$ cat config.mk
export PLATFORM = sky130hd
export DESIGN_NAME = ppc_agree
export DESIGN_NICKNAME = d
export VERILOG_FILES = /design/src/hdl/ppc_pkg.sv /design/src/hdl/ppc_agree.sv
export SDC_FILE = /design/constraint.sdc
export NUM_CORES = 2
export LEC_CHECK = 0
export BUFFER_PORTS_ARGS = -buffer_cell sky130_fd_sc_hd__buf_4
export CORE_MARGIN = 2
export CORE_UTILIZATION = 55
export DETAILED_ROUTE_END_ITERATION = 8
export GPL_ROUTABILITY_DRIVEN = 0
export GPL_TIMING_DRIVEN = 1
export PLACE_DENSITY = 0.76
export SYNTH_ARGS = -nofsm -noshare
export SYNTH_HDL_FRONTEND = slang
export SYNTH_SLANG_ARGS = --single-unit
$ cat constraint.sdc
create_clock -name vclk -period 23
set_input_delay 4.6 -clock vclk [all_inputs]
set_output_delay 4.6 -clock vclk [all_outputs]
set_load 0.01 [all_outputs]
$ cat src/hdl/ppc_pkg.sv
// ----------------------------------------------------------------------------
// Pedal plausibility checker package
// Register map, fixed field widths, check ratios and the status item type.
// ----------------------------------------------------------------------------
package ppc_pkg;

    localparam int CFG_INDEX_W = 3;
    localparam int CFG_DATA_W  = 48;
    localparam int CAL_W       = 48;
    localparam int LEVEL_W     = 12;
    localparam int TIMEOUT_W   = 16;
    localparam int ELAPSED_W   = 8;

    // register indexes
    localparam logic [CFG_INDEX_W-1:0] REG_ACCEL_ONE_CAL = 3'd0;
    localparam logic [CFG_INDEX_W-1:0] REG_ACCEL_TWO_CAL = 3'd1;
    localparam logic [CFG_INDEX_W-1:0] REG_BRAKE_ONE_CAL = 3'd2;
    localparam logic [CFG_INDEX_W-1:0] REG_BRAKE_TWO_CAL = 3'd3;
    localparam logic [CFG_INDEX_W-1:0] REG_LIGHT_LEVEL   = 3'd4;
    localparam logic [CFG_INDEX_W-1:0] REG_MECH_LEVEL    = 3'd5;
    localparam logic [CFG_INDEX_W-1:0] REG_TIMEOUT       = 3'd6;

    localparam logic [TIMEOUT_W-1:0] TIMEOUT_RESET = 16'd100;

    // calibration word field positions
    localparam int CAL_MIN   = 0;
    localparam int CAL_MAX   = 1;
    localparam int CAL_START = 2;
    localparam int CAL_END   = 3;

    // agreement: 10% accelerator, 25% brake
    localparam int ACCEL_RATIO = 10;
    localparam int BRAKE_RATIO = 4;
    // cross fault sets above 25% travel, clears below 5%
    localparam int CROSS_SET_RATIO   = 4;
    localparam int CROSS_CLEAR_RATIO = 20;

    typedef struct packed {
        logic accel_ok;
        logic brake_ok;
        logic accel_brake_ok;
        logic pedals_valid;
        logic brake_light;
        logic mech_brake_active;
        logic drive_enable;
    } ppc_status_t;

endpackage

$ cat src/hdl/ppc_agree.sv
// ----------------------------------------------------------------------------
// Sensor pair agreement test
// Positions n1/d1 and n2/d2 agree when RATIO*|n1*d2 - n2*d1| <= |d1*d2|.
// A zero span on either sensor fails the test.
// ----------------------------------------------------------------------------
module ppc_agree
    import ppc_pkg::*;
#(
    parameter int SAMPLE_BITS = 12,
    parameter int RATIO       = 10
)
(
    input  logic signed [SAMPLE_BITS:0] n1,
    input  logic signed [SAMPLE_BITS:0] d1,
    input  logic signed [SAMPLE_BITS:0] n2,
    input  logic signed [SAMPLE_BITS:0] d2,
    output logic                        agree
);
    localparam int PW = 2 * SAMPLE_BITS + 2;
    localparam int DW = PW + 1;
    localparam int SW = DW + 4;
    localparam logic [SW-1:0] RATIO_K = SW'(RATIO);

    logic signed [PW-1:0] cross_a;
    logic signed [PW-1:0] cross_b;
    logic signed [PW-1:0] span_prod;
    logic signed [DW-1:0] diff;
    logic        [DW-1:0] diff_mag;
    logic        [DW-1:0] span_mag;
    logic        [SW-1:0] scaled;

    always_comb
    begin
        cross_a   = n1 * d2;
        cross_b   = n2 * d1;
        span_prod = d1 * d2;
        diff      = DW'(cross_a) - DW'(cross_b);
        diff_mag  = diff[DW-1] ? DW'(-diff) : DW'(diff);
        span_mag  = span_prod[PW-1] ? DW'(-span_prod) : DW'(span_prod);
        scaled    = SW'(diff_mag) * RATIO_K;
        agree     = (d1 != '0) && (d2 != '0) && (scaled <= SW'(span_mag));
    end
endmodule

* Word-level counts from Yosys, hierarchy flattened
Index checks and enable logic that the tools add are counted.
** Cells by class
- Add/subtract/negate cells :: 3
- Multipliers :: 4
- Order comparisons :: 1
- Multiplexer cells :: 2
- Reductions and logical operators :: 4
** Operators with widths (count)
- 13-bit by 13-bit multiplier with 26-bit output :: 3
- 27-bit two-way mux :: 2
- 31-bit by 27-bit less-or-equal comparator with 1-bit output :: 1
- 27-bit by 3-bit multiplier with 30-bit output (second input constant) :: 1
- 26-bit negator with 27-bit output :: 1
- 27-bit negator :: 1
- 26-bit by 26-bit subtractor with 27-bit output :: 1
- 13-bit nonzero test :: 2
- 1-bit logical AND :: 2
** Storage, ports and cells
- Bits in registers :: 0
- Input bits :: 52
- Output and inout port bits :: 1
- Word-level logic and storage cells :: 14

* Logic depth before layout (Yosys ltp)
- Word-level depth :: 7
- Mapped depth :: 49
- Mapped depth without buffers :: 46

* Worst setup path after synthesis
No wires, ideal clock.
- Path type :: input-to-output
- Start :: input port d1[0]
- End :: output port agree
- Arrival :: 14.936 ns
- Data required time :: 18.400 ns
- Path slack :: 3.464 ns
- Stages :: 45
- Buffers on the path :: 3
- Path through :: clkbuf_1 -> clkbuf_1 -> nand2_1 -> inv_1 -> fa_1 -> fa_1 -> inv_1 -> fa_1 -> fa_1 -> fa_1 -> fa_1 -> inv_1 -> fa_1 -> inv_1 -> ha_1 -> o21ai_0 -> o21bai_2 -> or2_4 -> [9 not listed] -> fa_1 -> a21o_1 -> and4_1 -> o21ai_0 -> a31oi_1 -> a21oi_1 -> o21bai_1 -> xor2_1 -> ha_1 -> a21o_1 -> a21o_1 -> a21oi_1 -> o21ai_0 -> nand2_1 -> o211ai_1 -> o21ai_0 -> o211ai_1 -> a41oi_1
** On the way
- Cells in the longest elaborated chain, start to end :: 7
- Elaborated cells on any way between the ends :: 12
- Classes of those cells :: add/sub: 3; mul: 3; order compare: 1; mux: 2; reduce/logical: 3
** RTL lines
- from (decl) :: RTL line ppc_agree.sv:14 : input logic signed [SAMPLE_BITS:0] d1,
- 13-bit by 13-bit multiplier with 26-bit output :: RTL line ppc_agree.sv:35 : cross_b = n2 * d1;
- 26-bit by 26-bit subtractor with 27-bit output :: RTL line ppc_agree.sv:37 : diff = DW'(cross_a) - DW'(cross_b);
- 27-bit negator :: RTL line ppc_agree.sv:38 : diff_mag = diff[DW-1] ? DW'(-diff) : DW'(diff);
- 27-bit two-way mux :: RTL line ppc_agree.sv:38
- 27-bit by 3-bit multiplier with 30-bit output :: RTL line ppc_agree.sv:40 : scaled = SW'(diff_mag) * RATIO_K;
- 31-bit by 27-bit less-or-equal comparator with 1-bit output :: RTL line ppc_agree.sv:41 : agree = (d1 != '0) && (d2 != '0) && (scaled <= SW'(span_mag));
- 1-bit logical AND * :: RTL line ppc_agree.sv:41
- to (decl) :: RTL line ppc_agree.sv:17 : output logic agree
Mark *: on every way between the ends. The rest lies on a longest branch, timed or not.

* Worst setup path after layout
Ends and elaborated chain as after synthesis.

==> flow_summary.json <==
{
  "dieArea_um2": 45020,
  "cp_slowest_cell": "fa_1",
  "dp.cells": 3183,
  "endpoint_kind": "primary output",
  "required_ps": 18400,
  "fin_crit_ps": 20790,
  "antenna_found_initial": 1,
  "nets": 3466,
  "max-slew-margin-rel_pct": 19.84,
  "maxCapViolCount": 0,
  "setup_violations": 0,
  "postCtsSetupRepairBufs": 0,
  "crit_cells": 45,
  "hold_path_class": "input port to primary output",
  "slew_viol_final": 0,
  "grt_pass1_vias": 19620,
  "dp.final_hpwl_um": 47740,
  "holdBufCountCts": 0,
  "vias": 17930,
  "outcome": "finished clean",
  "synthDistinctLibCells": 94,
  "die_y_um": 212.2,
  "final_cell_mix": "586 x inv_1, 550 x fa_1, 288 x nand2_1",
  "grt_pass1_wl_um": 95940,
  "cts_resized": 0,
  "rows": 76,
  "drt_iter0_markers": 1266,
  "fin_crit_sh_pct": 90.40,
  "final_cells": 3184,
  "fillCellCount": 3765,
  "seqCellArea_um2": 0,
  "max_freq_ghz": 0.04810,
  "cp_data_arrival_time_ps": 16190,
  "wl_per_cell_um": 17.84,
  "grt_start_max_net_pins": 29,
  "tightest_slew_ps": 1196,
  "yosys_warnings": 0,
  "drt_first_pass_iters": 6,
  "path_buf_inv": 7,
  "crit_start": "d1[0]",
  "start_util_pct": 55.58,
  "netlist_area_um2": 23840,
  "worstHoldStart": "d2[12]",
  "drive_gt1_share_pct": 3.734,
  "coreArea_um2": 42890,
  "hold_viol": 0,
  "fin_setup_tns_ps": 0,
  "grt_util_all_layers_pct": 26.67,
  "cp_slowest_stage_delay_ps": 570,
  "multi_input_area_um2": 21190,
  "io_pins": 53,
  "drt-vias-per-instance": 5.630,
  "holdPathStages": 7,
  "cp_common_cell": "fa_1",
  "path_class": "input port to primary output",
  "cp_max_fo": 28,
  "synth_cells": 2655,
  "overflow": 0,
  "clkbuf_count": 0,
  "rsz0062_at_grt": "no",
  "drc": 0,
  "port_buffers": 53,
  "totalWireLength_um": 56820,
  "drtAntennaViolNets": 0,
  "critPathLaunchType": "input port",
  "avgSynthCellArea_um2": 8.978,
  "areaGrowthSynthToFinish_pct": 2.919,
  "layout_commonest_cell": "inv_1",
  "die_x_um": 212.2,
  "cp_top_family": "adder cells",
  "syn-num-nets": 3521,
  "yosysSeqAreaShare_pct": 0,
  "seq_cells": 0
}
final cells by class:
cell class | count | area share [%]
inverters | 587 | 8.982
repair buffers | 54 | 1.653
diodes | 1 | 0.01020
well taps | 585 | 2.984
multi-input cells | 1957 | 86.37
path summary, 6_finish.rpt:
| kind | end | slack [ps] |
|---|---|---|
| setup / recovery | agree | 2210 |
| hold / removal | agree | 10120 |
per-stage QoR:
step / worst slack [ps] / hold slack [ps] / area, um2 / utilization (%)
floorplan: 3464 / 9577 / 23840 / -
global placement: 2610 / 10090 / 24530 / 57.19
detailed placement: 2312 / 10100 / 24530 / 57.19
CTS: 2309 / 10100 / 24530 / 57.19
global route: 1489 / 10130 / 24530 / 57.19
finish: 2208 / 10120 / 24530 / 57.20
cells by family (layout without fill, tap and decap cells):
family / count (synthesis) / in the layout / synth area share (%)
compound gates: 258 / 258 / 7.538
xor+xnor: 121 / 121 / 4.478
fa+ha+maj: 814 / 814 / 60.05
buf+inv: 698 / 641 / 11.11
mux: 4 / 4 / 0.1732
other cells: 1 / 2 / 0.01573
simple gates: 759 / 759 / 16.64
synth_stat cells (all sizes together) (8+ instances only):
library cell  number  area (um2)
a211oi            14       110.1
a21o              30       225.2
a21oi             64       342.8
a31oi             11       90.08
and2             245        1533
clkbuf           104       391.6
fa               550       11010
ha               264        3303
inv              586        2200
nand2            289        1092
nand2b            36       225.2
nand3             24       125.1
nand4             23       143.9
nor2              52       195.2
nor2b             19       126.4
nor3              15       80.08
nor4              10       77.57
o21a               8       60.06
o21ai             57       292.8
o31ai             12       100.1
xnor2             80       708.2
xor2              41       359.1
per-layer routing:
metal	vias up	routed length (um)	track usage (%)
li1	7992	-	-
met1	9208	22920	35.17
met2	610	28110	46.50
met3	116	4005	3.560
met4	0	1781	6.848
met5	-	0	0
Power is not shown: default switching activity piles up to over one toggle a cycle in this logic, so the estimate is an artifact.
